### src/hdl/gsa_ram.sv
// ----------------------------------------------------------------------------
// gsa_ram
// generic single-write single-read ram, registered read, old data on collision
// ----------------------------------------------------------------------------
module gsa_ram #(
	parameter int WIDTH = 8,
	parameter int DEPTH = 16
) (
	input  logic                     clk,
	input  logic                     we,
	input  logic [$clog2(DEPTH)-1:0] waddr,
	input  logic [WIDTH-1:0]         wdata,
	input  logic                     re,
	input  logic [$clog2(DEPTH)-1:0] raddr,
	output logic [WIDTH-1:0]         rdata
);

	logic [WIDTH-1:0] mem [DEPTH];

	always_ff @(posedge clk) begin
		if (we) begin
			mem[waddr] <= wdata;
		end
		if (re) begin
			rdata <= mem[raddr];
		end
	end

endmodule

### config.mk
export PLATFORM = sky130hd
export DESIGN_NAME = gsa_ram
export DESIGN_NICKNAME = d
export VERILOG_FILES = /design/src/hdl/gsa_ram.sv
export SDC_FILE = /design/constraint.sdc
export NUM_CORES = 1
export LEC_CHECK = 0
export ABC_AREA = 1
export BUFFER_PORTS_ARGS = -buffer_cell sky130_fd_sc_hd__buf_2
export CAP_MARGIN = 20
export CORE_MARGIN = 2
export CORE_UTILIZATION = 61
export CTS_CLUSTER_DIAMETER = 100
export DETAILED_ROUTE_END_ITERATION = 12
export PLACE_DENSITY = 0.86
export SLEW_MARGIN = 20
export SYNTH_ARGS = -nofsm -noshare
export SYNTH_HDL_FRONTEND = slang
export SYNTH_SLANG_ARGS = --single-unit
### constraint.sdc
create_clock -name clk -period 1.25 [get_ports clk]
set_input_delay 0.1875 -clock clk [delete_from_list [all_inputs] [get_ports clk]]
set_output_delay 0.1875 -clock clk [all_outputs]
set_load 0.005 [all_outputs]
# Word level (Yosys, flattened, before mapping)
# Memory sizes are Yosys's and may differ from the RTL's. A register that Yosys moved wholly into a read port is not among the register bits.
# Cells that the tools add are included.
dict set report word_totals {
  inputBits 19
  output_inout_bits 8
  mem_count 1
  ramBits 128
  register_bits 0
}
# name depth width read_ports rd_clocked_by_memory_dff wr line
set memory_table {}
lappend memory_table {mem 16 8 1 1 1 18} ;# logic [WIDTH-1:0] mem [DEPTH];
dict set report op_classes {
  n_mux 2
}
# op count
set ops {}
lappend ops {{2-to-1 mux 1 bit} 2}

# Longest topological paths before layout
dict set report depth {
  word_depth 2
  ltp_mapped 8
}

# Least setup slack after synthesis
# No wires, ideal clock.
dict set report synth_path {
  path_type {in2reg}
  startpoint {input port waddr[2]}
  endpoint {memory mem[10][0] (enable)}
  arrival_time_ns 0.768
  path_slack_ns 0.112
  path_stages 2
  required_ns 0.880
  path_buffers 0
  cell_sequence {nand3b_1 > nor2_1}
}
# element line
set synth_rtl {}
lappend synth_rtl {{start: declaration} 11} ;# input logic [$clog2(DEPTH)-1:0] waddr,
lappend synth_rtl {{end: declaration} 18}
# No word-level cell before the write port.

# Worst setup path after layout
dict set report layout_path {
  startpoint {register rdata[5] (read register of mem)}
  endpoint {output port rdata[5]}
}
# element line
set layout_rtl {}
lappend layout_rtl {{start: declaration} 15} ;# output logic [WIDTH-1:0] rdata
# No word-level cell between the ends.

==> metrics <==
NetSw=2.40 mW; largest area contributor in the netlist=edfxtp_1; remaining global-route overflow=0; vias in the first global route=3775; Nets=617; M1 wire length=5.22 mm; most frequent cells in the layout=173 x nand2_1, 136 x edfxtp_1, 100 x inv_1; Critical Path AT=1.10 ns; failing checks=setup timing; Clock Pin Slew Worst Setup and Hold Paths=0.06 ns; core box area=0.00928 sq mm; maximum vdd drop=0.000989 V; setup violators final=3; Tightest Pin Transition=0.622 ns; CTS tree=done; critical path, cell by cell=buf_2; setup total negative slack=-0.0836 ns; Die Height=102 microns; Logic pwr share=6.1%; Detail Placement HPWL=7.86 mm; Switching Share=22.6%; RSZ-0062 raised after global routing=true; Mapped Nets=570; P&R area growth vs syn=15.8%; initial antenna violation count=0; top cell type's share of synthesized area=69.8%; Tot Pwr=10.6 mW; largest net degree at the start of global routing=52; die area=0.0104 sq mm; Max stage delay on crit path=0.42 ns; TritonRoute pass-1 iters=8; internal power=8.19 mW; cts bufs inserted=17; Worst Setup End Kind=output pin; max-cap viol count=0; final-layout fill cell count=639; metal2 WL=6.21 mm; WL final=13.1 mm; Worst Setup Start Kind=flop; Clock Latency Late Sink=0.52 ns; uppermost layer routed=met4; Clock Power Share=45.1%; status=finished with violations; crit path from=rdata[5]$_DFFE_PP_; Syn Std Cell Area=0.00585 sq mm; Mapped Cells=551; routability cong.=0.896; warnings from Yosys=0; critical path depth in cells=1; share of post-route cells with drive strength above 1=13.6%; r2r worst-path depth=6; post-DR wirelength/cell=17.7 microns; required time worst endpoint=1.06 ns; Final Hold Fails=0; Crit path max-delay family=flip-flops; clock sinks=136; Root Driver=clkbuf_8; routed wl met3=1.21 mm; global router's overall resource usage=27.2%; Critical Path Sink=rdata[5]; Hold WS=0.0366 ns; fin crit period=1.28 ns; I/O Pins=27; leading cell type in the layout, fill and taps excluded=nand2_1; period utilization=103%; DRT antenna net count=0; Max Root-Sink Buffers=2; Initial Util=63.0%; die width=102 microns; Worst Skew=0.00589 ns; Hold Crit Class=input pin to flop; CP max FO=1; worst rel slew slack=58.5%; RR Endpoint=rdata[1]$_DFFE_PP_; max frequency=779 MHz; sequential cell area fraction in the yosys report=69.8%; initial drt markers=352; # diodes=0; H-tree levels=4; Worst Path Buf+Inv=1; sequential share of power=48.8%; reg2reg start=mem[5][1]$_DFFE_PP_; synthesized area per cell=10.6 sq um; worst reg2reg setup slack=0.05 ns; first-pass GRT wire length=20.1 mm; Remaining DRCs=0; Finished Cell Area=0.00677 sq mm; Leak=2.94 nW; Slowest-stage cell, CP=edfxtp_1; post-DR vias/cell=5.34; setup ws final=-0.0344 ns; Power per Cell Area=1560 mW/mm^2; count of pins over their slew limit=0; IO Port Bufs=26; FP Rows=35; DP Area=0.00620 sq mm; top post-synthesis cells by area=edfxtp_1 70%, nand2_1 11%, nand3_1 8.3%; Synth cell types=11; Crit Path Class=flop to output pin; register bit total from synthesis=136; vias=3948
## cells by family (layout without fill, tap and decap cells)
family / after synthesis / count (layout) / share of synthesized area, %
buffers and inverters: 126 / 186 / 9.39
AND/OR/NAND/NOR: 289 / 289 / 20.8
flip-flops: 136 / 136 / 69.8
## cell usage after synthesis, drive strengths merged
| master | count |
|---|---|
| inv | 102 |
| nand3b | 2 |
| nand3 | 97 |
| buf | 24 |
| edfxtp | 136 |
| nor2 | 17 |
| nand2 | 173 |
## power groups by stage
stage          combinational, mW  sequential, mW  clock [mW]
6_report                   0.646            5.17        4.78
5_1_grt                    0.707            5.17        4.98
4_1_cts                    0.639            5.17        4.79
3_5_place_dp               0.631            5.26           0
3_3_place_gp               0.610            5.26           0
2_1_floorplan              0.360            5.26           0
## metrics by stage
stage	cells	util, %	worst slack, ns
after global routing	740	73.0	-0.0480
after CTS	740	73.0	-0.0321
after floorplan	551	-	0.112
after global placement	708	66.8	-0.140
final	740	73.0	-0.0344
after detailed placement	708	66.8	-0.149
## how the worst min path moves through the flow
stage                         from             endpoint  slack (ns)  depth (start not counted)
after floorplan           wdata[0]  mem[0][0]$_DFFE_PP_        0.29                          0
after global placement          re   rdata[7]$_DFFE_PP_        0.56                          1
after detailed placement        re   rdata[2]$_DFFE_PP_        0.56                          1
after CTS                       re   rdata[3]$_DFFE_PP_        0.02                          1
after global routing            re   rdata[3]$_DFFE_PP_        0.01                          1
final                           re   rdata[3]$_DFFE_PP_        0.04                          1
## metal layers
layer	vias up	global-route usage [%]
li1	1873	-
met1	1828	36.4
met2	209	42.2
met3	38	6.63
met4	0	13.4
met5	-	0
## state kept, by name (all words and copies together), names as in the netlist
signal	flops
rdata	8
mem	128
## cell type report
type	count	area (sq um)	share of cell area, %
Timing Repair Buffer	52	363	5.36
Clock buffer	19	422	6.23
Clock inverter	13	146	2.16
Inverter	102	383	5.65
Multi-Input combinational cell	289	1210	17.9
Sequential cell	136	4080	60.3
Tap cell	129	161	2.38
## what timing repair did
item,4_1_cts,5_1_grt
resized for setup,0,0
setup buffers,0,0
hold buffers,0,0
setup endpoints to repair,4,5
Power figures use the tool's default switching activity.
