`config.mk`:
```
export PLATFORM = sky130hd
export DESIGN_NAME = gsa_exec
export DESIGN_NICKNAME = d
export VERILOG_FILES = /design/src/hdl/gsa_pkg.sv /design/src/hdl/gsa_exec.sv
export SDC_FILE = /design/constraint.sdc
export NUM_CORES = 1
export LEC_CHECK = 0
export BUFFER_PORTS_ARGS = -buffer_cell sky130_fd_sc_hd__clkbuf_2
export CELL_PAD_IN_SITES_DETAIL_PLACEMENT = 1
export CELL_PAD_IN_SITES_GLOBAL_PLACEMENT = 2
export CORE_ASPECT_RATIO = 0.6
export CORE_UTILIZATION = 25
export DETAILED_ROUTE_END_ITERATION = 10
export PLACE_DENSITY_LB_ADDON = 0.1
export SLEW_MARGIN = 20
export SYNTH_ARGS = -nofsm -noshare
export SYNTH_HDL_FRONTEND = slang
export SYNTH_SLANG_ARGS = --single-unit
```
`constraint.sdc`:
```
create_clock -name vclk -period 9
set_input_delay 0 -clock vclk [all_inputs]
set_output_delay 0 -clock vclk [all_outputs]
set_load 0.05 [all_outputs]
```
`src/hdl/gsa_pkg.sv`:
```
// ----------------------------------------------------------------------------
// gsa_pkg
// shared types and constants of the generational slot allocator
// ----------------------------------------------------------------------------
package gsa_pkg;

	localparam int SLOTS     = 1024;
	localparam int GEN_W     = 16;
	localparam int IDX_W     = $clog2(SLOTS);
	localparam int LINK_W    = $clog2(SLOTS + 1);
	localparam int CNT_W     = $clog2(SLOTS + 1);

	localparam int FUNC_W    = 2;
	localparam int SLOT_ID_W = 11;
	localparam int TAG_W     = 16;
	localparam int STATUS_W  = 3;
	localparam int COUNT_W   = 11;

	localparam int IN_BITS   = FUNC_W + SLOT_ID_W + TAG_W;
	localparam int IN_DATA_W = ((IN_BITS + 7) / 8) * 8;
	localparam int OUT_BITS  = 1 + STATUS_W + SLOT_ID_W + TAG_W + COUNT_W;
	localparam int OUT_DATA_W = ((OUT_BITS + 7) / 8) * 8;

	typedef enum logic [FUNC_W-1:0] {
		FN_ALLOC   = 2'd0,
		FN_RELEASE = 2'd1,
		FN_RESOLVE = 2'd2,
		FN_RESOLVE_ALT = 2'd3
	} func_t;

	typedef enum logic [STATUS_W-1:0] {
		ST_OK      = 3'd0,
		ST_NO_FREE = 3'd1,
		ST_RANGE   = 3'd2,
		ST_EMPTY   = 3'd3,
		ST_GEN     = 3'd4
	} status_t;

	typedef struct packed {
		logic              occ;
		logic [LINK_W-1:0] link;
		logic [GEN_W-1:0]  gen;
	} slot_t;

	typedef struct packed {
		logic [TAG_W-1:0]     tag;
		logic [SLOT_ID_W-1:0] slot_id;
		logic [FUNC_W-1:0]    func;
	} op_t;

	typedef struct packed {
		logic [COUNT_W-1:0]   in_use_count;
		logic [TAG_W-1:0]     handle_generation;
		logic [SLOT_ID_W-1:0] handle_id;
		status_t              status;
		logic                 ok;
	} result_t;

	typedef struct packed {
		logic              we;
		logic [IDX_W-1:0]  waddr;
		slot_t             wdata;
		logic [LINK_W-1:0] head_nxt;
		logic [CNT_W-1:0]  fill_nxt;
		logic [CNT_W-1:0]  total_nxt;
		result_t           res;
	} exec_t;

endpackage

```
`src/hdl/gsa_exec.sv`:
```
// ----------------------------------------------------------------------------
// gsa_exec
// handle check, slot update and free-list step for the operation in stage two
// ----------------------------------------------------------------------------
module gsa_exec import gsa_pkg::*; (
	input  op_t               op,
	input  slot_t             rd_entry,
	input  logic              byp_valid,
	input  logic [IDX_W-1:0]  byp_addr,
	input  slot_t             byp_data,
	input  logic [LINK_W-1:0] free_head,
	input  logic [CNT_W-1:0]  fill,
	input  logic [CNT_W-1:0]  total,
	output exec_t             ex
);

	localparam logic [GEN_W-1:0] GEN_ONE = GEN_W'(1);
	localparam logic [GEN_W-1:0] GEN_MAX = '1;

	logic             is_alloc;
	logic             is_release;
	logic             list_empty;
	logic             id_bad;
	logic [IDX_W-1:0] idx;
	logic             untouched;
	slot_t            entry;
	logic [GEN_W-1:0] alloc_gen;
	logic [GEN_W-1:0] next_gen;
	status_t          chk;

	always_comb begin
		is_alloc   = (op.func == FN_ALLOC);
		is_release = (op.func == FN_RELEASE);
		list_empty = (free_head >= LINK_W'(SLOTS));
		id_bad     = (op.slot_id == '0) || (op.slot_id > SLOT_ID_W'(SLOTS));
		idx        = is_alloc ? free_head[IDX_W-1:0] : IDX_W'(op.slot_id - SLOT_ID_W'(1));
		untouched  = (CNT_W'(idx) >= fill);

		// slots past the fill mark still hold their reset contents
		if (untouched) begin
			entry.occ  = 1'b0;
			entry.link = LINK_W'(idx) + LINK_W'(1);
			entry.gen  = GEN_ONE;
		end else if (byp_valid && byp_addr == idx) begin
			entry = byp_data;
		end else begin
			entry = rd_entry;
		end

		alloc_gen = (entry.gen == '0) ? GEN_ONE : entry.gen;
		next_gen  = (entry.gen == GEN_MAX) ? GEN_ONE : entry.gen + GEN_ONE;

		if (id_bad) begin
			chk = ST_RANGE;
		end else if (!entry.occ) begin
			chk = ST_EMPTY;
		end else if (TAG_W'(entry.gen) != op.tag) begin
			chk = ST_GEN;
		end else begin
			chk = ST_OK;
		end

		ex.we        = 1'b0;
		ex.waddr     = idx;
		ex.wdata     = entry;
		ex.head_nxt  = free_head;
		ex.fill_nxt  = fill;
		ex.total_nxt = total;
		ex.res.ok                = 1'b0;
		ex.res.status            = chk;
		ex.res.handle_id         = '0;
		ex.res.handle_generation = '0;

		if (is_alloc) begin
			if (list_empty) begin
				ex.res.status = ST_NO_FREE;
			end else begin
				ex.we         = 1'b1;
				ex.wdata.occ  = 1'b1;
				ex.wdata.link = LINK_W'(SLOTS);
				ex.wdata.gen  = alloc_gen;
				ex.head_nxt   = entry.link;
				ex.fill_nxt   = untouched ? fill + CNT_W'(1) : fill;
				ex.total_nxt  = total + CNT_W'(1);
				ex.res.status = ST_OK;
				ex.res.handle_id         = SLOT_ID_W'(idx) + SLOT_ID_W'(1);
				ex.res.handle_generation = TAG_W'(alloc_gen);
			end
		end else if (is_release) begin
			if (chk == ST_OK) begin
				ex.we         = 1'b1;
				ex.wdata.occ  = 1'b0;
				ex.wdata.link = free_head;
				ex.wdata.gen  = next_gen;
				ex.head_nxt   = LINK_W'(idx);
				ex.total_nxt  = (total != '0) ? total - CNT_W'(1) : total;
			end
		end else begin
			if (chk == ST_OK) begin
				ex.res.handle_id         = op.slot_id;
				ex.res.handle_generation = TAG_W'(entry.gen);
			end
		end

		ex.res.ok           = (ex.res.status == ST_OK);
		ex.res.in_use_count = COUNT_W'(ex.total_nxt);
	end

endmodule

```
# Word-level counts from Yosys, hierarchy flattened
# Index checks and enable logic that the tools add are counted.
# Widths: inputs -> output; s select.
[word_totals]
regBits = 0
inputBits = 129
output_inout_bits = 114
[classes]
add_sub_neg = 6
n_lt_le_gt_ge = 3
eq_ne = 4
mux = 28
n_reduce_logical = 8
[op_table]
columns = ["op", "n"]
rows = [
  ["$mux 39", 3],
  ["$mux 27", 4],
  ["$mux 11", 6],
  ["$mux 61", 1],
  ["$mux 28", 2],
  ["$mux 16", 2],
  ["$add 11x1->11 const B", 2],
  ["$add 16x1->16 const B", 1],
  ["$eq 16x16->1 const B", 1],
  ["$logic_not 16->1", 1],
  ["$ne 16x16->1", 1],
  ["$mux 3", 4],
  ["$add 10x1->11 const B", 1],
  ["$ge 10x11->1", 1],
  ["$ge 11x11->1 const B", 1],
  ["$gt 11x11->1 const B", 1],
  ["$logic_not 11->1", 1],
  ["$reduce_bool 11->1", 1],
  ["$sub 11x1->11 const B", 1],
  ["$eq 10x10->1", 1],
  ["$mux 10", 1],
  ["$sub 10x1->10 const B", 1],
  ["$logic_not 3->1", 2],
  ["$mux 1", 5],
  ["other kinds (4)", 4],
]

# Depth between registers and ports, before layout
# Gate-level depths: netlist of the first run.
[depth]
word_depth = 14
mapped_depth = 22

# Least setup slack after synthesis of the first run
# OpenSTA, ideal clock, no wires.
[synth_path]
path_kind = "input to output"
startpoint = "input port op[5] (netlist bit)"
endpoint = "output port ex[75] (netlist bit)"
arrival_time_ns = 6.383
setup_slack_ns = 2.617
path_stages = 19
cell_sequence = "buf_2 -> or4_1 -> clkbuf_1 -> nor3_1 -> xnor2_1 -> o21ai_0 -> ha_1 -> and4b_1 -> a21oi_1 -> clkbuf_1 -> clkbuf_1 -> buf_1 -> nand2_1 -> inv_1 -> ha_1 -> nand2_1 -> nor4_4 -> nor3_1 -> a221oi_1"
[synth_rtl]
columns = ["element", "line", "rtl"]
rows = [
  ["from (decl)", "gsa_exec.sv:6", "input op_t op,"],
  ["to (decl)", "gsa_exec.sv:14", "output exec_t ex"],
]

==> flow_metrics.env, run 1 <==
export IMPL_hold_violations=0
export IMPL_die_h_um=106
export IMPL_worst_path_buf_inv=3
export IMPL_crit_family="simple AND/OR/NAND/NOR gates"
export IMPL_end_kind="output port"
export IMPL_seq_area_frac_synth_pct=0
export IMPL_place_hpwl_mm=22.4
export IMPL_ctsResizeCount=0
export IMPL_drt_iter0_drc=500
export IMPL_critical_path_arrival_ps=6770
export IMPL_p_leak_nw=2.62
export IMPL_final_setup_tns_ps=0
export IMPL_hold_path_class="primary input to output port"
export IMPL_p_comb_share_pct=100.0
export IMPL_synth_compound_area_share_pct=34.7
export IMPL_worst_slew_pin_slew_ps=957
export IMPL_synth_fp_nets=872
export IMPL_whs_ps=404
export IMPL_switchingPower_uw=346
export IMPL_synth_xor_xnor_area_share_pct=8.38
export IMPL_synthesis_instances=725
export IMPL_p_clk_share_pct=0
export IMPL_synth_simple_area_share_pct=40.1
export IMPL_sequential_cell_total=0
export IMPL_rows=37
export IMPL_yosysWarnings=0
export IMPL_fill_cells=2344
export IMPL_drive_gt1_share_pct=32.3
export IMPL_cap_viol_max_count=0
export IMPL_ant_nets=0
export IMPL_vias_per_cell=5.84
export IMPL_die_area_um2=18500
export IMPL_initial_utilization_pct=25.9
export IMPL_antenna_found_initial=0
export IMPL_crit_slowest_cell="nand2_1"
export IMPL_globalplace_congestion=0.928
export IMPL_clockBufferCount=0
export IMPL_coreArea_um2=17400
export IMPL_synth_cell_types=77
export IMPL_grt_use_total_pct=27.7
export IMPL_post_route_period_util_pct=75.2
export IMPL_maxSlewHeadroom_pct=36.2
export IMPL_cpMostUsedCell="clkbuf_2"
export IMPL_grt_max_degree=35
export IMPL_p_int_uw=125
export IMPL_synthAdderAreaFrac_pct=5.01
export IMPL_yosysTopAreaCell="nand2_1"
export IMPL_wl_mm=26.6
export IMPL_status="finished clean"
export IMPL_worstPathMaxFanout=29
export IMPL_syn_to_final_growth_pct=30.0
export IMPL_seqCellArea_um2=0
export IMPL_synth_mux_area_share_pct=2.53
export IMPL_grt_pass1_vias=6415
export IMPL_io_pins=243
export IMPL_fin_crit_ps=6770
export IMPL_synthTopCellsByArea="nand2_1 8.3%, xnor2_1 6.2%, a21oi_1 5.2%"
export IMPL_critPathRequiredTime_ps=9000
export IMPL_grt_overflow_total=0
export IMPL_pwr_density_cell_nw_per_um2=80.6
export IMPL_portBuffers=243
export IMPL_crit_type="primary input to output port"
export IMPL_num_vias=6784
export IMPL_rsz0062_at_grt="no"
export IMPL_cp_slowest_stage_delay_ps=800
export IMPL_worst_setup_path_start_kind="primary input"
export IMPL_antenna_cells=0
export IMPL_cts_setup_buffers=0
export IMPL_swShare_pct=73.4
export IMPL_firstDrtPassIters=5
export IMPL_drc=0
export IMPL_finish_net_count=1076
export IMPL_cts_hold_buf=0
export IMPL_die_w_um=175
export IMPL_synthesis_area_um2=4500
export IMPL_finalSetupViolCount=0
export IMPL_maxSlewViolCount=0
export IMPL_cp_cell_sequence="clkbuf_2 > inv_1 > ha_1 > or3b_2 > or4_1 > a31oi_2 > xor2_1 > or3_1 > nor2_4 > mux2i_1 > nor4_1 > o311a_1 > nand4_1 > nand2_1 > o221a_2 > clkbuf_2"
export IMPL_fmax_mhz=148
export IMPL_synth_top_area_share_pct=8.27
export IMPL_synth_top_family_by_area="simple AND/OR/NAND/NOR gates"
export IMPL_seq_power_share_pct=0
export IMPL_grt_pass1_wl_mm=39.4
export IMPL_wl_per_cell_um=22.9
export IMPL_synth_area_per_cell_um2=6.20
export IMPL_multi_input_area_um2=4100
export IMPL_max_vdd_ir_drop_v=0.0000402
## area by class of cell
type	instances	share of cell area, %
Inverter	31	1.99
Multi-Input combinational cell	637	70.1
Tap cell	234	5.01
Timing Repair Buffer	259	22.9
## worst min-delay path: cells and delay by family
family / cells / cell delay [ps]
buffers and inverters: 2 / 330
xor gates and xnor gates: 1 / 70
## path summary, 6_finish.rpt
kind / depth (start not counted) / slack (ps) / start / to
hold / removal: 3 / 400 / fill[3] / ex[56]
setup / recovery: 16 / 2230 / op[2] / ex[66]
## layer usage
| metal | vias to the layer above | track usage, % | wire (um) |
|---|---|---|---|
| met1 | 3310 | 43.6 | 13600 |
| met4 | 0 | 2.36 | 231 |
| li1 | 3136 | - | - |
| met5 | - | 0 | 0 |
| met2 | 318 | 38.5 | 10300 |
| met3 | 20 | 5.59 | 2500 |
## cell usage after synthesis, types with 4 or more instances
master,count
and2_1,8
a311oi_1,5
or2_2,4
nand3_1,26
or3_1,21
o21ai_0,45
buf_2,9
nor2b_1,17
nand4_1,20
a21o_1,6
and4_1,4
a22o_1,11
nand2b_1,8
nor2_1,58
nand3b_1,5
buf_6,4
xnor2_1,32
xor2_1,11
or4_1,10
o211ai_1,9
nor3_1,28
a21oi_1,47
clkbuf_1,31
a211oi_1,4
o221a_2,10
mux2i_1,8
and3_1,7
o22ai_1,6
inv_1,31
nor4_1,11
or4_4,4
o221ai_1,14
nand2_1,99
a31oi_1,9
ha_1,18
o31ai_1,9
buf_4,12
## kinds of logic after synthesis
logic type      after synthesis
fa+ha+maj                    18
xor+xnor                     43
mux                          11
buf+inv                      88
simple gates                345
compound gates              220
## power groups by stage
stage / Sequential, mW / Clock, mW / Combinational, mW
CTS: 0 / 0 / 0.465
global route: 0 / 0 / 0.497
finish: 0 / 0 / 0.471
floorplan: 0 / 0 / 0.306
detailed placement: 0 / 0 / 0.463
global placement: 0 / 0 / 0.462
## placed cells by master (no fill, tap or decap), types with 4 or more instances in the layout
master	netlist	routed
a211oi_1	4	4
a311oi_1	5	5
nor3_1	28	27
nand3_1	26	26
o21ai_0	45	45
ha_1	18	18
a22o_1	11	11
nor2_2	2	4
o22ai_1	6	6
o31ai_1	9	9
o221a_2	10	10
nand4_1	20	20
xnor2_1	32	32
or2_2	4	4
nand2_1	99	99
nand2b_1	8	8
a21o_1	6	6
inv_1	31	31
o221ai_1	14	14
nand3b_1	5	5
o211ai_1	9	9
or4_1	10	10
nor2_1	58	56
and4_1	4	4
mux2i_1	8	8
and2_1	8	8
nor2b_1	17	17
a31oi_1	9	9
nor4_1	11	10
clkbuf_2	0	243
and3_1	7	7
or3_1	21	21
or4_4	4	4
xor2_1	11	11
buf_4	12	16
a21oi_1	47	46
## metrics by stage
| step | setup slack (ps) | utilization [%] | std cells | cell area, um^2 | power (mW) |
|---|---|---|---|---|---|
| after CTS | 2310 | 33.7 | 1161 | 5840 | 0.465 |
| after floorplan | 2620 | - | 725 | 4500 | 0.306 |
| after global routing | 1820 | 33.7 | 1161 | 5840 | 0.497 |
| after global placement | 2490 | 33.7 | 1161 | 5840 | 0.462 |
| final | 2230 | 33.7 | 1161 | 5840 | 0.471 |
| after detailed placement | 2320 | 33.7 | 1161 | 5840 | 0.463 |
Power figures use the tool's default switching activity.
==> run 2: changes to the inputs <==
--- a/config.mk
+++ b/config.mk
@@ -9,7 +9,7 @@
 export CELL_PAD_IN_SITES_DETAIL_PLACEMENT = 1
 export CELL_PAD_IN_SITES_GLOBAL_PLACEMENT = 2
 export CORE_ASPECT_RATIO = 0.6
-export CORE_UTILIZATION = 25
+export CORE_UTILIZATION = 21
 export DETAILED_ROUTE_END_ITERATION = 10
 export PLACE_DENSITY_LB_ADDON = 0.1
 export SLEW_MARGIN = 20
==> constraint.sdc (replaced) <==
create_clock -name vclk -period 6.2
set_input_delay 0 -clock vclk [all_inputs]
set_output_delay 0 -clock vclk [all_outputs]
set_load 0.05 [all_outputs]
==> run 2 against run 1 <==
Compared with the run above: the flow now finishes with violations (DRC); global-route usage shrank 2.2 points; wire length grew 7.7%; flip-flop and latch count is the same; critical path depth grew 1; die area grew 19%; sequential share of layout area is the same; combinational power grew 62%; via count shrank 1.1%; utilization shrank 2.7 points; worst hold slack gained 13 ps.
==> flow_metrics.env, run 2 (same netlist as run 1, synthesis figures left out) <==
export IMPL_grt_max_degree=29
export IMPL_num_vias=6712
export IMPL_grt_pass1_vias=6390
export IMPL_hold_violations=0
export IMPL_portBuffers=243
export IMPL_most_common_layout_cells="216 x clkbuf_2, 99 x nand2_1, 56 x nor2_1"
export IMPL_coreArea_um2=21000
export IMPL_rows=41
export IMPL_ant_nets=0
export IMPL_cts_hold_buf=0
export IMPL_grt_overflow_total=0
export IMPL_drc=2
export IMPL_clockBufferCount=0
export IMPL_cts_setup_buffers=0
export IMPL_seqCellArea_um2=0
export IMPL_worstPathMaxFanout=19
export IMPL_maxSlewViolCount=0
export IMPL_fill_cells=2747
export IMPL_final_setup_tns_ps=0
export IMPL_critPathRequiredTime_ps=6200
export IMPL_vias_per_cell=5.46
export IMPL_ctsResizeCount=0
export IMPL_syn_to_final_growth_pct=44.4
export IMPL_drt_iter0_drc=515
export IMPL_io_pins=243
export IMPL_worst_path_buf_inv=3
export IMPL_wl_mm=28.7
export IMPL_max_vdd_ir_drop_v=0.0000777
export IMPL_fin_crit_ps=5550
export IMPL_crit_family="compound AO/OA/AOI/OAI gates"
export IMPL_place_hpwl_mm=24.5
export IMPL_initial_utilization_pct=21.4
export IMPL_pwr_density_cell_nw_per_um2=117
export IMPL_p_leak_nw=2.87
export IMPL_cap_viol_max_count=0
export IMPL_cp_slowest_stage_delay_ps=710
export IMPL_fmax_mhz=180
export IMPL_crit_slowest_cell="or4_1"
export IMPL_die_w_um=191
export IMPL_crit_type="primary input to output port"
export IMPL_worst_setup_path_start_kind="primary input"
export IMPL_finish_net_count=1100
export IMPL_grt_use_total_pct=25.5
export IMPL_antenna_cells=0
export IMPL_die_h_um=115
export IMPL_die_area_um2=22000
export IMPL_rsz0062_at_grt="no"
export IMPL_final_common_cell="clkbuf_2"
export IMPL_violations="DRC"
export IMPL_status="finished with violations"
export IMPL_firstDrtPassIters=8
export IMPL_post_route_period_util_pct=89.5
export IMPL_critical_path_arrival_ps=5550
export IMPL_cp_cell_sequence="clkbuf_2 > or4_1 > o41a_1 > o31ai_1 > inv_1 > ha_1 > a21o_1 > a21oi_1 > nor2_1 > a21o_1 > o31ai_1 > a32o_1 > o311ai_1 > or4_4 > o21a_1 > a311oi_2 > clkbuf_2"
export IMPL_maxSlewHeadroom_pct=36.2
export IMPL_fin_ws_ps=651
export IMPL_hold_path_class="primary input to output port"
export IMPL_drive_gt1_share_pct=34.1
export IMPL_grt_pass1_wl_mm=42.3
export IMPL_worst_slew_pin_slew_ps=947
export IMPL_sequential_cell_total=0
export IMPL_pre_cts_ws_ps=679
export IMPL_end_kind="output port"
export IMPL_wl_per_cell_um=23.3
export IMPL_antenna_found_initial=0
export IMPL_globalplace_congestion=0.889
export IMPL_finalSetupViolCount=0
export IMPL_multi_input_area_um2=4110
[run 2: changes by cell type in the layout (fill, tap and decap cells not counted), sizes merged]
cell / change
buf: +51
clkbuf: -27
[run 2: power breakdown]
| part | switching (mW) | internal [mW] | total, mW |
|---|---|---|---|
| logic | 0.518 | 0.244 | 0.762 |
| clock network | 0 | 0 | 0 |
| registers | 0 | 0 | 0 |
[run 2: per-layer routing]
| layer | vias up | share of wire [%] | GRT usage [%] | routed length, um |
|---|---|---|---|---|
| met5 | - | 0 | 0 | 0 |
| met1 | 3258 | 56 | 43.4 | 16000 |
| li1 | 3190 | - | - | - |
| met4 | 0 | 0.094 | 0.213 | 27 |
| met2 | 262 | 36 | 32.8 | 10400 |
| met3 | 2 | 8.0 | 4.15 | 2290 |
[run 2: path summary, 6_finish.rpt]
path / start / to / cells past startpoint
max: op[3] / ex[44] / 17
min: fill[3] / ex[56] / 3
[run 2: metrics by stage]
| stage | area [um^2] | std cells | util (%) | hold slack (ps) | total power [mW] |
|---|---|---|---|---|---|
| floorplan | 4500 | 725 | - | 272 | 0.445 |
| global placement | 6490 | 1230 | 30.9 | 415 | 0.756 |
| detailed placement | 6490 | 1230 | 30.9 | 426 | 0.753 |
| CTS | 6490 | 1230 | 30.9 | 427 | 0.756 |
| global route | 6490 | 1230 | 30.9 | 432 | 0.806 |
| finish | 6490 | 1230 | 30.9 | 418 | 0.762 |
[run 2: final cells by class]
class,count,area share [%]
Multi-Input combinational cell,637,63.2
Tap cell,279,5.38
Inverter,31,1.79
Timing Repair Buffer,283,29.6
==> run 3: changes to the inputs <==
--- a/config.mk
+++ b/config.mk
@@ -5,14 +5,14 @@
 export SDC_FILE = /design/constraint.sdc
 export NUM_CORES = 1
 export LEC_CHECK = 0
-export BUFFER_PORTS_ARGS = -buffer_cell sky130_fd_sc_hd__clkbuf_2
+export BUFFER_PORTS_ARGS = -buffer_cell sky130_fd_sc_hd__buf_2
 export CELL_PAD_IN_SITES_DETAIL_PLACEMENT = 1
 export CELL_PAD_IN_SITES_GLOBAL_PLACEMENT = 2
 export CORE_ASPECT_RATIO = 0.6
 export CORE_UTILIZATION = 21
 export DETAILED_ROUTE_END_ITERATION = 10
 export PLACE_DENSITY_LB_ADDON = 0.1
-export SLEW_MARGIN = 20
 export SYNTH_ARGS = -nofsm -noshare
 export SYNTH_HDL_FRONTEND = slang
 export SYNTH_SLANG_ARGS = --single-unit
+export TNS_END_PERCENT = 5
==> run 3 against run 2 <==
Compared with the run above: the flow still finishes with violations (DRC); clock-buffer cell count unchanged; sequential share of layout area unchanged; global-route usage decreased by 0.52 points; power decreased by 7.3%; combinational power decreased by 7.3%; setup slack got worse by 260 ps; non-clock buffer count unchanged; utilization decreased by 1.7 points; fmax decreased by 4.5%; critical path type unchanged; highest routed layer is now met5.
==> flow_metrics.env, run 3 (same netlist as run 1, synthesis figures left out) <==
export IMPL_ant_nets=0
export IMPL_worst_slew_pin_slew_ps=800
export IMPL_initial_utilization_pct=21.4
export IMPL_seqCellArea_um2=0
export IMPL_finalInstanceArea_um2=6130
export IMPL_pwr_density_cell_nw_per_um2=115
export IMPL_whs_ps=377
export IMPL_grt_pass1_vias=6339
export IMPL_coreArea_um2=21000
export IMPL_portBuffers=243
export IMPL_drc=2
export IMPL_dp_cells=1230
export IMPL_finish_net_count=1100
export IMPL_maxSlewViolCount=0
export IMPL_drive_gt1_share_pct=34.1
export IMPL_status="finished with violations"
export IMPL_ctsResizeCount=0
export IMPL_drt_iter0_drc=526
export IMPL_grt_max_degree=25
export IMPL_critical_path_arrival_ps=5810
export IMPL_cts_setup_buffers=0
export IMPL_fmax_mhz=172
export IMPL_end_kind="output port"
export IMPL_violations="DRC"
export IMPL_antenna_cells=0
export IMPL_critPathRequiredTime_ps=6200
export IMPL_globalplace_congestion=0.917
export IMPL_rows=41
export IMPL_antenna_found_initial=1
export IMPL_max_vdd_ir_drop_v=0.0000594
export IMPL_io_pins=243
export IMPL_place_hpwl_mm=24.4
export IMPL_startpoint="op[2]"
export IMPL_cap_viol_max_count=0
export IMPL_finalNonFillerCells=1230
export IMPL_wl_per_cell_um=23.1
export IMPL_final_common_cell="buf_2"
export IMPL_post_route_period_util_pct=93.7
export IMPL_fin_util_pct=29.2
export IMPL_cts_hold_buf=0
export IMPL_final_setup_tns_ps=0
export IMPL_die_h_um=115
export IMPL_finalSetupViolCount=0
export IMPL_num_vias=6720
export IMPL_worst_setup_path_start_kind="primary input"
export IMPL_worstPathMaxFanout=13
export IMPL_wl_mm=28.5
export IMPL_die_w_um=191
export IMPL_clockBufferCount=0
export IMPL_grt_use_total_pct=24.9
export IMPL_syn_to_final_growth_pct=36.3
export IMPL_dpl_cell_area_um2=6130
export IMPL_firstDrtPassIters=8
export IMPL_p_leak_nw=2.73
export IMPL_grt_pass1_wl_mm=41.5
export IMPL_most_common_layout_cells="241 x buf_2, 99 x nand2_1, 56 x nor2_1"
export IMPL_grt_overflow_total=0
export IMPL_rsz0062_at_grt="no"
export IMPL_vias_per_cell=5.46
export IMPL_sequential_cell_total=0
export IMPL_crit_end="ex[6]"
export IMPL_maxSlewHeadroom_pct=46.7
export IMPL_die_area_um2=22000
export IMPL_fin_crit_ps=5810
export IMPL_hold_violations=0
export IMPL_crit_type="primary input to output port"
export IMPL_hold_path_class="primary input to output port"
run 3: changes by cell type in the layout (fill, tap and decap cells not counted), sizes merged:
cell / change
buf: +216
clkbuf: -216
run 3: worst min-delay path by stage:
stage / depth (start not counted) / slack (ps) / from / to
global placement: 3 / 390 / fill[8] / ex[61]
floorplan: 1 / 270 / fill[0] / ex[53]
finish: 3 / 380 / fill[3] / ex[56]
detailed placement: 3 / 390 / fill[3] / ex[56]
CTS: 3 / 390 / fill[3] / ex[56]
global route: 3 / 410 / fill[8] / ex[61]
run 3: routing by layer:
metal	vias to the layer above	track usage [%]	routed length (um)
li1	3178	-	-
met1	3244	41.5	15400
met3	8	5.83	2730
met2	288	32.1	10200
met4	2	0.213	54
met5	-	0	13
run 3: cell type report:
cell class                      count  area (um^2)
Multi-Input combinational cell    637         4110
Tap cell                          279          349
Inverter                           31          116
Fill cell                        2768        14900
Timing Repair Buffer              283         1560
run 3: stage by stage:
stage / setup WS (ps) / total power [mW]
finish: 391 / 0.706
global route: 132 / 0.747
CTS: 556 / 0.697
detailed placement: 561 / 0.694
global placement: 565 / 0.699
floorplan: 97.6 / 0.445
run 3: where the power goes:
group	internal (mW)	total, mW	switching [mW]
clock	0	0	0
combinational	0.197	0.706	0.509
sequential	0	0	0
run 3: critical path, cell delays in order:
cell	delay (ps)
buf_2	120
inv_1	120
ha_1	220
or3b_2	530
or4_1	430
a31oi_2	450
xor2_1	240
or3_1	650
nor2_4	410
mux2i_1	560
a41o_1	340
o22ai_1	170
nor2_1	380
and4_1	590
a22o_1	280
buf_2	290
